$ cat src/dts_pkg.sv
`timescale 1ns / 1ps

package dts_pkg;

   localparam int TYPE_W      = 3;
   localparam int DELTA_W     = 16;
   localparam int TTL_W       = 16;
   localparam int CREDIT_W    = 4;
   localparam int FAST_W      = 4;
   localparam int INTERVAL_W  = 16;
   localparam int CSR_INDEX_W = 3;
   localparam int CSR_DATA_W  = 16;

   // request codes
   localparam logic [TYPE_W-1:0] REQ_TICK          = 3'd0;
   localparam logic [TYPE_W-1:0] REQ_NEW_NEIGHBOR  = 3'd1;
   localparam logic [TYPE_W-1:0] REQ_LOCAL_CHANGE  = 3'd2;
   localparam logic [TYPE_W-1:0] REQ_LINK_UP       = 3'd3;
   localparam logic [TYPE_W-1:0] REQ_LINK_DOWN     = 3'd4;
   localparam logic [TYPE_W-1:0] REQ_SHUTDOWN      = 3'd5;
   localparam logic [TYPE_W-1:0] REQ_SEND_FAILED   = 3'd6;

   // csr indexes
   localparam logic [CSR_INDEX_W-1:0] CSR_CREDIT_LIMIT    = 3'd0;
   localparam logic [CSR_INDEX_W-1:0] CSR_FAST_SEND_COUNT = 3'd1;
   localparam logic [CSR_INDEX_W-1:0] CSR_NORMAL_INTERVAL = 3'd2;
   localparam logic [CSR_INDEX_W-1:0] CSR_FAST_INTERVAL   = 3'd3;
   localparam logic [CSR_INDEX_W-1:0] CSR_HOLD_TTL        = 3'd4;
   localparam logic [CSR_INDEX_W-1:0] CSR_SRC_ADDR_KNOWN  = 3'd5;

   // csr reset values
   localparam logic [CREDIT_W-1:0]   CREDIT_LIMIT_RST    = 4'd5;
   localparam logic [FAST_W-1:0]     FAST_SEND_COUNT_RST = 4'd4;
   localparam logic [INTERVAL_W-1:0] NORMAL_INTERVAL_RST = 16'd6;
   localparam logic [INTERVAL_W-1:0] FAST_INTERVAL_RST   = 16'd1;
   localparam logic [TTL_W-1:0]      HOLD_TTL_RST        = 16'd30;

   localparam int QUEUE_DEPTH_DEFAULT = 4;

   typedef struct packed {
      logic [CREDIT_W-1:0]   credit_limit;
      logic [FAST_W-1:0]     fast_send_count;
      logic [INTERVAL_W-1:0] normal_interval;
      logic [INTERVAL_W-1:0] fast_interval;
      logic [TTL_W-1:0]      hold_ttl;
      logic                  source_address_known;
   } cfg_type;

   // one queued send run: one or two frame requests with the same ttl
   typedef struct packed {
      logic [TTL_W-1:0] ttl;
      logic             two_sends;
   } entry_type;

endpackage

$ cat src/dts_front.sv
`timescale 1ns / 1ps

module dts_front (
   input  logic                          clock,
   input  logic                          reset,
   input  dts_pkg::cfg_type              cfg,
   input  logic                          req_valid,
   output logic                          req_ready,
   input  logic [dts_pkg::TYPE_W-1:0]    req_type,
   input  logic [dts_pkg::DELTA_W-1:0]   req_delta_seconds,
   input  logic                          queue_full,
   output logic                          push,
   output dts_pkg::entry_type            push_entry
);
   import dts_pkg::*;

   typedef struct packed {
      logic [CREDIT_W-1:0]   credit;
      logic [INTERVAL_W-1:0] timer;
      logic [FAST_W-1:0]     fast;
      logic                  pend;
      logic                  link;
      logic [1:0]            sends;
   } sched_type;

   function automatic sched_type try_send(sched_type s, logic addr_known);
      sched_type r;
      r = s;
      if (r.pend && (r.credit != '0) && addr_known) begin
         r.pend   = 1'b0;
         r.credit = r.credit - CREDIT_W'(1);
         r.sends  = r.sends + 2'd1;
      end
      return r;
   endfunction

   function automatic sched_type trigger_send(sched_type s, cfg_type c);
      sched_type r;
      r = s;
      r.timer = (r.fast != '0) ? c.fast_interval : c.normal_interval;
      r.pend  = 1'b1;
      return try_send(r, c.source_address_known);
   endfunction

   function automatic sched_type timer_expiry(sched_type s, cfg_type c);
      sched_type r;
      r = s;
      if (r.fast != '0) begin
         r.fast = r.fast - FAST_W'(1);
      end
      return trigger_send(r, c);
   endfunction

   function automatic sched_type new_neighbor(sched_type s, cfg_type c);
      sched_type r;
      r = s;
      if (r.fast == '0) begin
         r.fast = c.fast_send_count;
      end
      return timer_expiry(r, c);
   endfunction

   logic [CREDIT_W-1:0]   credit_ff, credit_in;
   logic [INTERVAL_W-1:0] timer_ff, timer_in;
   logic [FAST_W-1:0]     fast_ff, fast_in;
   logic                  pend_ff, pend_in;
   logic                  link_ff, link_in;

   logic                  accept;
   logic                  shutdown_emit;
   sched_type             nxt;
   logic [DELTA_W:0]      credit_sum;

   assign req_ready = !queue_full;
   assign accept    = req_valid && req_ready;

   always_comb begin
      nxt.credit    = credit_ff;
      nxt.timer     = timer_ff;
      nxt.fast      = fast_ff;
      nxt.pend      = pend_ff;
      nxt.link      = link_ff;
      nxt.sends     = 2'd0;
      shutdown_emit = 1'b0;
      credit_sum    = {{(DELTA_W+1-CREDIT_W){1'b0}}, credit_ff}
                    + {1'b0, req_delta_seconds};
      case (req_type)
         REQ_TICK: begin
            if (link_ff) begin
               if (credit_sum <= {{(DELTA_W+1-CREDIT_W){1'b0}}, cfg.credit_limit}) begin
                  nxt.credit = credit_sum[CREDIT_W-1:0];
               end
               if (timer_ff > req_delta_seconds) begin
                  nxt.timer = timer_ff - req_delta_seconds;
               end else begin
                  nxt.timer = '0;
                  nxt = timer_expiry(nxt, cfg);
               end
               nxt = try_send(nxt, cfg.source_address_known);
            end
         end
         REQ_NEW_NEIGHBOR: begin
            nxt = new_neighbor(nxt, cfg);
         end
         REQ_LOCAL_CHANGE: begin
            nxt = trigger_send(nxt, cfg);
         end
         REQ_LINK_UP: begin
            if (!link_ff) begin
               nxt = new_neighbor(nxt, cfg);
               nxt.link = 1'b1;
               nxt = trigger_send(nxt, cfg);
            end
         end
         REQ_LINK_DOWN: begin
            if (link_ff) begin
               nxt.link = 1'b0;
               nxt = trigger_send(nxt, cfg);
            end
         end
         REQ_SHUTDOWN: begin
            shutdown_emit = cfg.source_address_known;
         end
         REQ_SEND_FAILED: begin
            nxt.link = 1'b0;
         end
         default: begin
         end
      endcase
   end

   assign push                 = accept && ((nxt.sends != 2'd0) || shutdown_emit);
   assign push_entry.ttl       = shutdown_emit ? '0 : cfg.hold_ttl;
   assign push_entry.two_sends = (nxt.sends == 2'd2);

   assign credit_in = accept ? nxt.credit : credit_ff;
   assign timer_in  = accept ? nxt.timer  : timer_ff;
   assign fast_in   = accept ? nxt.fast   : fast_ff;
   assign pend_in   = accept ? nxt.pend   : pend_ff;
   assign link_in   = accept ? nxt.link   : link_ff;

   always_ff @(posedge clock) begin
      if (reset) begin
         credit_ff <= '0;
         timer_ff  <= '0;
         fast_ff   <= '0;
         pend_ff   <= 1'b0;
         link_ff   <= 1'b0;
      end else begin
         credit_ff <= credit_in;
         timer_ff  <= timer_in;
         fast_ff   <= fast_in;
         pend_ff   <= pend_in;
         link_ff   <= link_in;
      end
   end

   // a tick on a down link leaves the scheduler untouched
   assert property (@(posedge clock) disable iff (reset)
      (accept && (req_type == REQ_TICK) && !link_ff)
      |=> ($stable(credit_ff) && $stable(timer_ff) && $stable(fast_ff) && $stable(pend_ff)))
      else $error("tick changed state while link down");

endmodule

$ cat src/dts_queue.sv
`timescale 1ns / 1ps

module dts_queue #(
   parameter int DEPTH = dts_pkg::QUEUE_DEPTH_DEFAULT
) (
   input  logic               clock,
   input  logic               reset,
   input  logic               push,
   input  dts_pkg::entry_type push_entry,
   output logic               full,
   input  logic               pop,
   output logic               head_valid,
   output dts_pkg::entry_type head_entry
);
   import dts_pkg::*;

   localparam int PTR_W = (DEPTH > 1) ? $clog2(DEPTH) : 1;
   localparam int CNT_W = $clog2(DEPTH + 1);

   entry_type        slot_ff [DEPTH];
   logic [PTR_W-1:0] wr_ptr_ff, wr_ptr_in;
   logic [PTR_W-1:0] rd_ptr_ff, rd_ptr_in;
   logic [CNT_W-1:0] count_ff, count_in;
   logic             do_push, do_pop;

   assign full       = (count_ff == CNT_W'(DEPTH));
   assign head_valid = (count_ff != '0);
   assign head_entry = slot_ff[rd_ptr_ff];
   assign do_push    = push && !full;
   assign do_pop     = pop && head_valid;

   always_comb begin
      wr_ptr_in = wr_ptr_ff;
      rd_ptr_in = rd_ptr_ff;
      count_in  = count_ff;
      if (do_push) begin
         wr_ptr_in = (wr_ptr_ff == PTR_W'(DEPTH - 1)) ? '0 : wr_ptr_ff + PTR_W'(1);
      end
      if (do_pop) begin
         rd_ptr_in = (rd_ptr_ff == PTR_W'(DEPTH - 1)) ? '0 : rd_ptr_ff + PTR_W'(1);
      end
      if (do_push && !do_pop) begin
         count_in = count_ff + CNT_W'(1);
      end else if (do_pop && !do_push) begin
         count_in = count_ff - CNT_W'(1);
      end
   end

   always_ff @(posedge clock) begin
      if (do_push) begin
         slot_ff[wr_ptr_ff] <= push_entry;
      end
   end

   always_ff @(posedge clock) begin
      if (reset) begin
         wr_ptr_ff <= '0;
         rd_ptr_ff <= '0;
         count_ff  <= '0;
      end else begin
         wr_ptr_ff <= wr_ptr_in;
         rd_ptr_ff <= rd_ptr_in;
         count_ff  <= count_in;
      end
   end

   assert property (@(posedge clock) disable iff (reset)
      count_ff <= CNT_W'(DEPTH))
      else $error("queue count past depth");

   assert property (@(posedge clock) disable iff (reset)
      (count_ff == '0) |-> (wr_ptr_ff == rd_ptr_ff))
      else $error("empty queue with pointers apart");

   assert property (@(posedge clock) disable iff (reset)
      !(push && full))
      else $error("push into full queue");

endmodule

$ cat src/dts_back.sv
`timescale 1ns / 1ps

module dts_back (
   input  logic                         clock,
   input  logic                         reset,
   input  logic                         head_valid,
   input  dts_pkg::entry_type           head_entry,
   output logic                         pop,
   output logic                         rsp_valid,
   input  logic                         rsp_ready,
   output logic [dts_pkg::TTL_W-1:0]    rsp_frame_ttl,
   output logic                         rsp_last_of_run
);
   import dts_pkg::*;

   logic             valid_ff, valid_in;
   logic             second_ff, second_in;
   logic [TTL_W-1:0] ttl_ff, ttl_in;
   logic             last_ff, last_in;
   logic             out_free;

   assign out_free = !valid_ff || rsp_ready;
   assign pop      = out_free && !second_ff && head_valid;

   always_comb begin
      valid_in  = valid_ff;
      second_in = second_ff;
      ttl_in    = ttl_ff;
      last_in   = last_ff;
      if (out_free) begin
         if (second_ff) begin
            // second send of a run repeats the ttl and closes it
            valid_in  = 1'b1;
            last_in   = 1'b1;
            second_in = 1'b0;
         end else if (head_valid) begin
            valid_in  = 1'b1;
            ttl_in    = head_entry.ttl;
            last_in   = !head_entry.two_sends;
            second_in = head_entry.two_sends;
         end else begin
            valid_in  = 1'b0;
         end
      end
   end

   always_ff @(posedge clock) begin
      if (reset) begin
         valid_ff  <= 1'b0;
         second_ff <= 1'b0;
      end else begin
         valid_ff  <= valid_in;
         second_ff <= second_in;
      end
   end

   always_ff @(posedge clock) begin
      ttl_ff  <= ttl_in;
      last_ff <= last_in;
   end

   assign rsp_valid       = valid_ff;
   assign rsp_frame_ttl   = ttl_ff;
   assign rsp_last_of_run = last_ff;

   assert property (@(posedge clock) disable iff (reset)
      second_ff |-> (valid_ff && !last_ff))
      else $error("second send pending without open first send");

endmodule

$ cat src/discovery_transmit_scheduler_core.sv
`timescale 1ns / 1ps

// Credit-bucket scheduler for link-discovery announcements. Each request
// transaction is one event (tick, new neighbor, local change, link up/down,
// shutdown, send failed); it updates the credit count, interval timer,
// fast-transmit counter, pending flag and link flag in the cycle it is taken,
// and may give zero, one or two response transactions, each a frame request
// with its time to live, the last one of an event marked by rsp_last_of_run.
// A request is taken every cycle while the internal queue has room; the first
// response of an event passes the queue and then the response register, which
// sends one frame request per cycle while rsp_ready is high; an event that gives
// two requests holds it for both. The user writes registers through the csr port
// only while no event is in flight; the block itself does not enforce this.

module discovery_transmit_scheduler_core #(
   parameter int QUEUE_DEPTH = dts_pkg::QUEUE_DEPTH_DEFAULT
) (
   input  logic                              clock,
   input  logic                              reset,
   // configuration writes
   input  logic                              csr_wr_en,
   input  logic [dts_pkg::CSR_INDEX_W-1:0]   csr_index,
   input  logic [dts_pkg::CSR_DATA_W-1:0]    csr_wdata,
   // event transactions
   input  logic                              req_valid,
   output logic                              req_ready,
   input  logic [dts_pkg::TYPE_W-1:0]        req_type,
   input  logic [dts_pkg::DELTA_W-1:0]       req_delta_seconds,
   // frame request transactions
   output logic                              rsp_valid,
   input  logic                              rsp_ready,
   output logic [dts_pkg::TTL_W-1:0]         rsp_frame_ttl,
   output logic                              rsp_last_of_run
);
   import dts_pkg::*;

   // configuration registers
   logic [CREDIT_W-1:0]   credit_limit_ff;
   logic [FAST_W-1:0]     fast_send_count_ff;
   logic [INTERVAL_W-1:0] normal_interval_ff;
   logic [INTERVAL_W-1:0] fast_interval_ff;
   logic [TTL_W-1:0]      hold_ttl_ff;
   logic                  src_addr_known_ff;

   cfg_type   cfg;
   logic      queue_full;
   logic      push;
   entry_type push_entry;
   logic      pop;
   logic      head_valid;
   entry_type head_entry;

   always_ff @(posedge clock) begin
      if (reset) begin
         credit_limit_ff    <= CREDIT_LIMIT_RST;
         fast_send_count_ff <= FAST_SEND_COUNT_RST;
         normal_interval_ff <= NORMAL_INTERVAL_RST;
         fast_interval_ff   <= FAST_INTERVAL_RST;
         hold_ttl_ff        <= HOLD_TTL_RST;
         src_addr_known_ff  <= 1'b0;
      end else if (csr_wr_en) begin
         case (csr_index)
            CSR_CREDIT_LIMIT:    credit_limit_ff    <= csr_wdata[CREDIT_W-1:0];
            CSR_FAST_SEND_COUNT: fast_send_count_ff <= csr_wdata[FAST_W-1:0];
            CSR_NORMAL_INTERVAL: normal_interval_ff <= csr_wdata[INTERVAL_W-1:0];
            CSR_FAST_INTERVAL:   fast_interval_ff   <= csr_wdata[INTERVAL_W-1:0];
            CSR_HOLD_TTL:        hold_ttl_ff        <= csr_wdata[TTL_W-1:0];
            CSR_SRC_ADDR_KNOWN:  src_addr_known_ff  <= csr_wdata[0];
            default: begin
               // unmapped index, write dropped
            end
         endcase
      end
   end

   assign cfg.credit_limit         = credit_limit_ff;
   assign cfg.fast_send_count      = fast_send_count_ff;
   assign cfg.normal_interval      = normal_interval_ff;
   assign cfg.fast_interval        = fast_interval_ff;
   assign cfg.hold_ttl             = hold_ttl_ff;
   assign cfg.source_address_known = src_addr_known_ff;

   // front: takes events, runs the scheduler state, produces send runs
   dts_front u_front (
      .clock             (clock),
      .reset             (reset),
      .cfg               (cfg),
      .req_valid         (req_valid),
      .req_ready         (req_ready),
      .req_type          (req_type),
      .req_delta_seconds (req_delta_seconds),
      .queue_full        (queue_full),
      .push              (push),
      .push_entry        (push_entry)
   );

   // short queue so a stalled response side does not block events at once
   dts_queue #(
      .DEPTH (QUEUE_DEPTH)
   ) u_queue (
      .clock      (clock),
      .reset      (reset),
      .push       (push),
      .push_entry (push_entry),
      .full       (queue_full),
      .pop        (pop),
      .head_valid (head_valid),
      .head_entry (head_entry)
   );

   // back: splits each run into frame request transactions
   dts_back u_back (
      .clock           (clock),
      .reset           (reset),
      .head_valid      (head_valid),
      .head_entry      (head_entry),
      .pop             (pop),
      .rsp_valid       (rsp_valid),
      .rsp_ready       (rsp_ready),
      .rsp_frame_ttl   (rsp_frame_ttl),
      .rsp_last_of_run (rsp_last_of_run)
   );

   // a popped run always lands in the response register next cycle
   assert property (@(posedge clock) disable iff (reset)
      pop |=> rsp_valid)
      else $error("popped run not presented");

endmodule

$ cat config.mk
export PLATFORM = sky130hd
export DESIGN_NAME = discovery_transmit_scheduler_core
export DESIGN_NICKNAME = d
export VERILOG_FILES = /design/src/dts_pkg.sv /design/src/dts_front.sv /design/src/dts_queue.sv /design/src/dts_back.sv /design/src/discovery_transmit_scheduler_core.sv
export SDC_FILE = /design/constraint.sdc
export NUM_CORES = 1
export LEC_CHECK = 0
export ABC_CLOCK_PERIOD_IN_PS = 13800
export BUFFER_PORTS_ARGS = -buffer_cell sky130_fd_sc_hd__clkbuf_2
export CAP_MARGIN = 20
export CORE_MARGIN = 8
export CORE_UTILIZATION = 59
export CTS_BUF_LIST = sky130_fd_sc_hd__clkbuf_16
export DETAILED_ROUTE_END_ITERATION = 10
export GPL_ROUTABILITY_DRIVEN = 0
export HOLD_SLACK_MARGIN = 0.05
export PLACE_DENSITY = 0.85
export REMOVE_ABC_BUFFERS = 1
export SYNTH_ARGS = -nofsm -noshare
export SYNTH_HDL_FRONTEND = slang
export SYNTH_SLANG_ARGS = --single-unit
$ cat constraint.sdc
create_clock -name clock -period 13.8 [get_ports clock]
set_input_delay 0.69 -clock clock [delete_from_list [all_inputs] [get_ports clock]]
set_output_delay 0.69 -clock clock [all_outputs]
set_load 0.05 [all_outputs]
# == Word-level counts from Yosys, hierarchy flattened ==
# Memories as Yosys holds them, arrays and structs flattened. A register that Yosys moved wholly into a read port is not among the register bits.
# Cells that the tools add are included.
# word_totals
reg_bits,109
mem_bits_rw,68
inputBits,43
out_inout_bits,19
mem_count,1
# classes
add_sub_neg,15
magnitude_cmp,2
n_eq_ne,19
mux,64
bitwise_logic,3
n_reduce_logical,53
# mem_list
memory,words,width,read_ports,rd_clocked_by_memory_dff,wr,line_no,source
u_queue.slot_ff,4,17,1,1,1,dts_queue.sv:20,entry_type slot_ff [DEPTH];
# ops
op,count
one-hot mux 25 bit (5 select lines),1
two-way mux 4 bit,25
two-way mux 16 bit,6
two-way mux 28 bit,3
nonzero test 4 bit,11
subtractor 4 x 1 -> 4 bit (second input constant),7
two-way mux 8 bit,3
equality test 3 bit (second input constant),6
adder 4 x 16 -> 17 bit,1
less-or-equal comparator 17 x 4 -> 1 bit,1
greater-than comparator 16 bit,1
two-way mux 2 bit,8
AND reduction 2 bit,8
subtractor 16 bit,1
two-way mux 1 bit,14
logical AND 1 bit,13
equality test 3 x 2 -> 1 bit (second input constant),4
adder 2 x 1 -> 2 bit (second input constant),4
one-hot mux 2 bit (4 select lines),1
AND reduction 7 bit,1
equality test 2 bit (second input constant),3
equality test 3 x 1 -> 1 bit (second input constant),2
zero test 1 bit,6
zero test 3 bit,2
other kinds (15),24

# == Logic depth before layout (Yosys ltp) ==
# logic_depth
word_depth,25
depth_mapped,31
mapped_depth_nobuf,31

# == Hierarchy ==
# Synthesis repeated with hierarchy kept, for this count alone.
# hier_totals
cells_unflattened,936
hier_area_um2,9970.8
# by_module_without_submodules
module,instances,cells_per_inst,area_per_inst_um2,seq_area_each_um2
dts_front,1,550,4055.1,520.5
dts_queue,1,139,2957.8,2222.1
discovery_transmit_scheduler_core,1,216,2319.7,1141.1
dts_back,1,31,638.1,550.5

# == Worst setup path after synthesis ==
# OpenSTA, ideal clock, no wires.
# synth_path
path_kind,input port to flip-flop
from,in req_delta_seconds[1] (netlist bit)
to,reg u_queue.count_ff[2]
setup_ps,71
arrival_ps,6720
slack_ps,7009
cell_stages,30
n_path_buf,0
cell_sequence,ha_1 a21o_1 a21oi_1 xor2_1 inv_1 ha_1 nand3_1 nor2_1 o32a_1 a21oi_2 and4_2 a21oi_1 a21oi_1 ha_1 nand2_1 o311ai_2 nor2_2 mux2_4 ha_1 a32oi_4 ha_1 a32oi_1 or2_2 a31oi_1 ha_1 inv_1 fa_1 xor2_1 or3_1 a21oi_1
# synth_via
elab_chain_len,24
word_cells_on_any_way,34
cone_classes,add/sub (3); order compare (2); mux (16); reduce/logical (13)
# synth_lines
element,line_no,source
from (decl),discovery_transmit_scheduler_core.sv:28,"input logic [dts_pkg::DELTA_W-1:0] req_delta_seconds,"
"parallel branches: the longest is 14 deep, another holds adder 4 x 16 -> 17 bit",-,
two-way mux 2 bit (*),dts_front.sv:29,if (r.pend && (r.credit != '0) && addr_known) begin
two-way mux 28 bit (*),dts_front.sv:89,if (link_ff) begin
one-hot mux 2 bit (4 select lines) (*),dts_front.sv:87,case (req_type)
nonzero test 2 bit (*),dts_front.sv:132,assign push = accept && ((nxt.sends != 2'd0) || shutdown_emit);
logical OR 1 bit (*),dts_front.sv:132,
logical AND 1 bit (*),dts_front.sv:132,
logical AND 1 bit (*),dts_queue.sv:29,assign do_push = push && !full;
net u_queue.do_push,dts_queue.sv:24,"logic do_push, do_pop;"
zero test 1 bit,dts_queue.sv:44,end else if (do_pop && !do_push) begin
logical AND 1 bit,dts_queue.sv:44,
nonzero test 2 bit (no source line),-,
to (signal assigned),dts_queue.sv:63,count_ff <= count_in;
to (decl),dts_queue.sv:23,"logic [CNT_W-1:0] count_ff, count_in;"
# Mark *: on every way through the listed nets, which the timed path passes. The select of a mux whose other input is x is not followed.
# A chain may end at the register's enable or synchronous reset.

# == Final worst setup path ==
# layout_path
from,reg u_front.credit_ff[1]
to,reg u_queue.count_ff[2]
# layout_via
elab_chain_len,24
word_cells_on_any_way,48
cone_classes,add/sub (5); order compare (1); mux (25); reduce/logical (17)
# layout_lines
element,line_no,source
from (decl),dts_front.sv:63,"logic [CREDIT_W-1:0] credit_ff, credit_in;"
from (signal assigned),dts_front.sv:150,credit_ff <= credit_in;
"parallel branches: the longest is 16 deep, another holds adder 4 x 16 -> 17 bit",-,
one-hot mux 2 bit (4 select lines) (*),dts_front.sv:87,
nonzero test 2 bit (*),dts_front.sv:132,
logical OR 1 bit (*),dts_front.sv:132,
logical AND 1 bit (*),dts_front.sv:132,
logical AND 1 bit (*),dts_queue.sv:29,
net u_queue.do_push,dts_queue.sv:24,
zero test 1 bit,dts_queue.sv:44,
logical AND 1 bit,dts_queue.sv:44,
nonzero test 2 bit (no source line),-,
# Marked as above.

==> metrics <==
core footprint=about 16000 um^2; post-cts sizing count=0; Tmin final=~7.4 ns; aggregate negative setup slack=0 ns; CTS tree=done; Slew HR=20.99%; DR iter-0 viols=between 600 and 700; Placement Rows=46; Fin Hold WS=~0.45 ns; dpl hpwl=15810 um; diode count=0; Placement Cell Area=approximately 10000 um^2; outcome=completed; global-route wire length before repair=roughly 37000 um; share of cells above drive strength 1=between 10% and 20%; Final setup violation count=0; Initial Util=60.24%; Buf/Inv on CP=2; # Max-Cap Violations=0; Pwr per Cell Area=between 100 and 150 nW/um^2; IO Port Bufs=61; Synth top area share=~27%; Post-CTS Setup Repair Bufs=0; via/cell ratio=6.185; Yosys Warn Count=0; Mapped Area=9534 um^2; Nets=between 1000 and 1500; ratio of final minimum period to clock period=53.54%; startpoint types=register; WL/cell=roughly 18 um; WL final=between 20000 and 25000 um; Final Cell Area=about 11000 um^2; area delta synth->final=11.43%; CP most frequent cell=ha_1; CTS sink count=179; # DRC=0; Hold Crit Depth=2; Placement Setup Slack=6.152 ns; TritonCTS buffer count=17; Max Slew Vio Count=0; CP peak stage delay=~0.58 ns; Final ANT Viol Nets=0; CP Capture Type=register; initial antenna violation count=0; flop2flop setup slack=approximately 6.4 ns; Avg Cell Area, Syn=approximately 10 um^2; share of flip-flops with an asynchronous set or reset=0%; drt first pass iters=5; Worst path top cell family by delay=compound AO/OA/AOI/OAI gates; grt total ovfl=0; PnR worst setup slack=roughly 6.4 ns; largest net degree at the start of global routing=52; CP max-delay cell=a31oi_1; Post-synth EDFFs=85; Clock Latency Late Sink=between 0.4 and 0.5 ns; R2R depth=30; hold_buf cts=0; critical path depth=30; Die Y-Extent=approximately 140 um; Vias=approximately 7600; WP data arrival=approximately 7.7 ns; number of global-route vias before repair=7321; htree depth=4; Area contributors post-synth=edfxtp_1 (27%), dfxtp_1 (20%), nand2_1 (5.2%); unrepaired setup endpoints after global routing=no; worst hold path class=register to register; All-Layer GR Usage=a little under a quarter; Mapped Cells=about 970; CP Class=register to register; Fin. Hold Viols=0; I/O pin count=62; worst vdd ir=about 0.093 mV; FMAX=0.1353 GHz; worst clock skew=0.02053 ns; most common cell after layout, fill and taps aside=nand2_1; flip-flop and latch count after synthesis=179; Lkg Pwr=slightly above 4 nW; crit path max fanout=9; Overall Power=between 1.5 and 2 mW; sequential element share of the synthesized area=between 40% and 50%; most frequent cells in the layout=nand2_1 (132), a21oi_1 (97), dfxtp_1 (94); Die W=between 100 and 150 um; Worst-path clk slew=0.07 ns; post-synth top area cell=edfxtp_1; Clock Tree Buf Depth=2; synth unique cells=just under 80; Core Util, Final=between 60 and 70%; placed cells=approximately 1200; worst endpoint required time=between 10 and 15 ns; worst slew pin tran=around 1.2 ns; Post-synth top flop=dfxtp_1; die area=20480 um^2; Root Buffer Master=clkbuf_16; final cell count without fillers=1235; Fill cells=1175
synthesized netlist by cell type, types with 18 or more instances:
cell,count
nand2_1,132
edfxtp_1,85
nor2_1,76
mux2i_1,35
nand3_1,18
dfxtp_1,94
a21oi_1,97
ha_1,38
clkbuf_1,42
o21ai_0,25
inv_1,41
and2_1,21
logic make-up after synthesis:
kind of cell    after synthesis  share of synthesized area [%]
simple gates                337                          16.90
compound gates              235                          16.44
flops                       179                          46.51
buf+inv                      92                          3.688
mux                          59                          8.635
fa+ha+maj                    41                          5.617
xor+xnor                     24                          2.205
power breakdown:
part           internal (mW)  switching [mW]
Sequential             0.616          0.0396
Combinational          0.157           0.289
Clock                  0.258           0.226
Total                   1.03           0.555
state kept, by name, indices dropped and copies added, names as in the netlist, named ones only:
signal	flops
credit_limit_ff	4
fast_interval_ff	16
fast_send_count_ff	4
hold_ttl_ff	16
normal_interval_ff	16
src_addr_known_ff	1
u_back.rsp_frame_ttl	16
u_back.rsp_last_of_run	1
u_back.rsp_valid	1
u_back.second_ff	1
u_front.credit_ff	4
u_front.fast_ff	4
u_front.pend_ff	1
u_front.timer_ff	16
u_queue.count_ff	3
u_queue.rd_ptr_ff	2
u_queue.slot_ff	68
u_queue.wr_ptr_ff	2
final timing paths:
kind	startpoint	to
min reg2reg	hold_ttl_ff[10]	hold_ttl_ff[10]
min	hold_ttl_ff[10]	hold_ttl_ff[10]
max	u_front.credit_ff[1]	u_queue.count_ff[2]
max reg2reg	u_front.credit_ff[1]	u_queue.count_ff[2]
routing by layer:
metal / vias to the layer above / track usage [%] / share of wire, % / routed length [um]
met5: - / 0 / 0 / 0
met1: 3659 / 26.90 / 40 / 9152
li1: 3620 / - / - / -
met3: 55 / 3.973 / 6.0 / 1363
met2: 305 / 39.50 / 51 / 11620
met4: 0 / 9.004 / 2.7 / 622
worst register-to-register path: cells and delay by family (launching register included):
kind / cells / cell delay [ns]
AOI/OAI and AO/OA: 11 / 2.54
adders and majority gates: 7 / 2.02
and+or+nand+nor: 7 / 1.30
DFF: 1 / 0.48
xor gates and xnor gates: 2 / 0.44
muxes: 1 / 0.33
buffers and inverters: 2 / 0.21
layout make-up:
cell class	instances	area [um^2]	area share [%]
flip-flops and latches	179	4434	41.74
repair buffers	70	396.6	3.733
clock buffers	17	425.4	4.004
multi-input cells	696	4767	44.87
clock inverters	15	172.7	1.625
well taps	216	270.3	2.544
inverters	42	157.7	1.484
No activity file was read; power rests on OpenSTA's default activity.
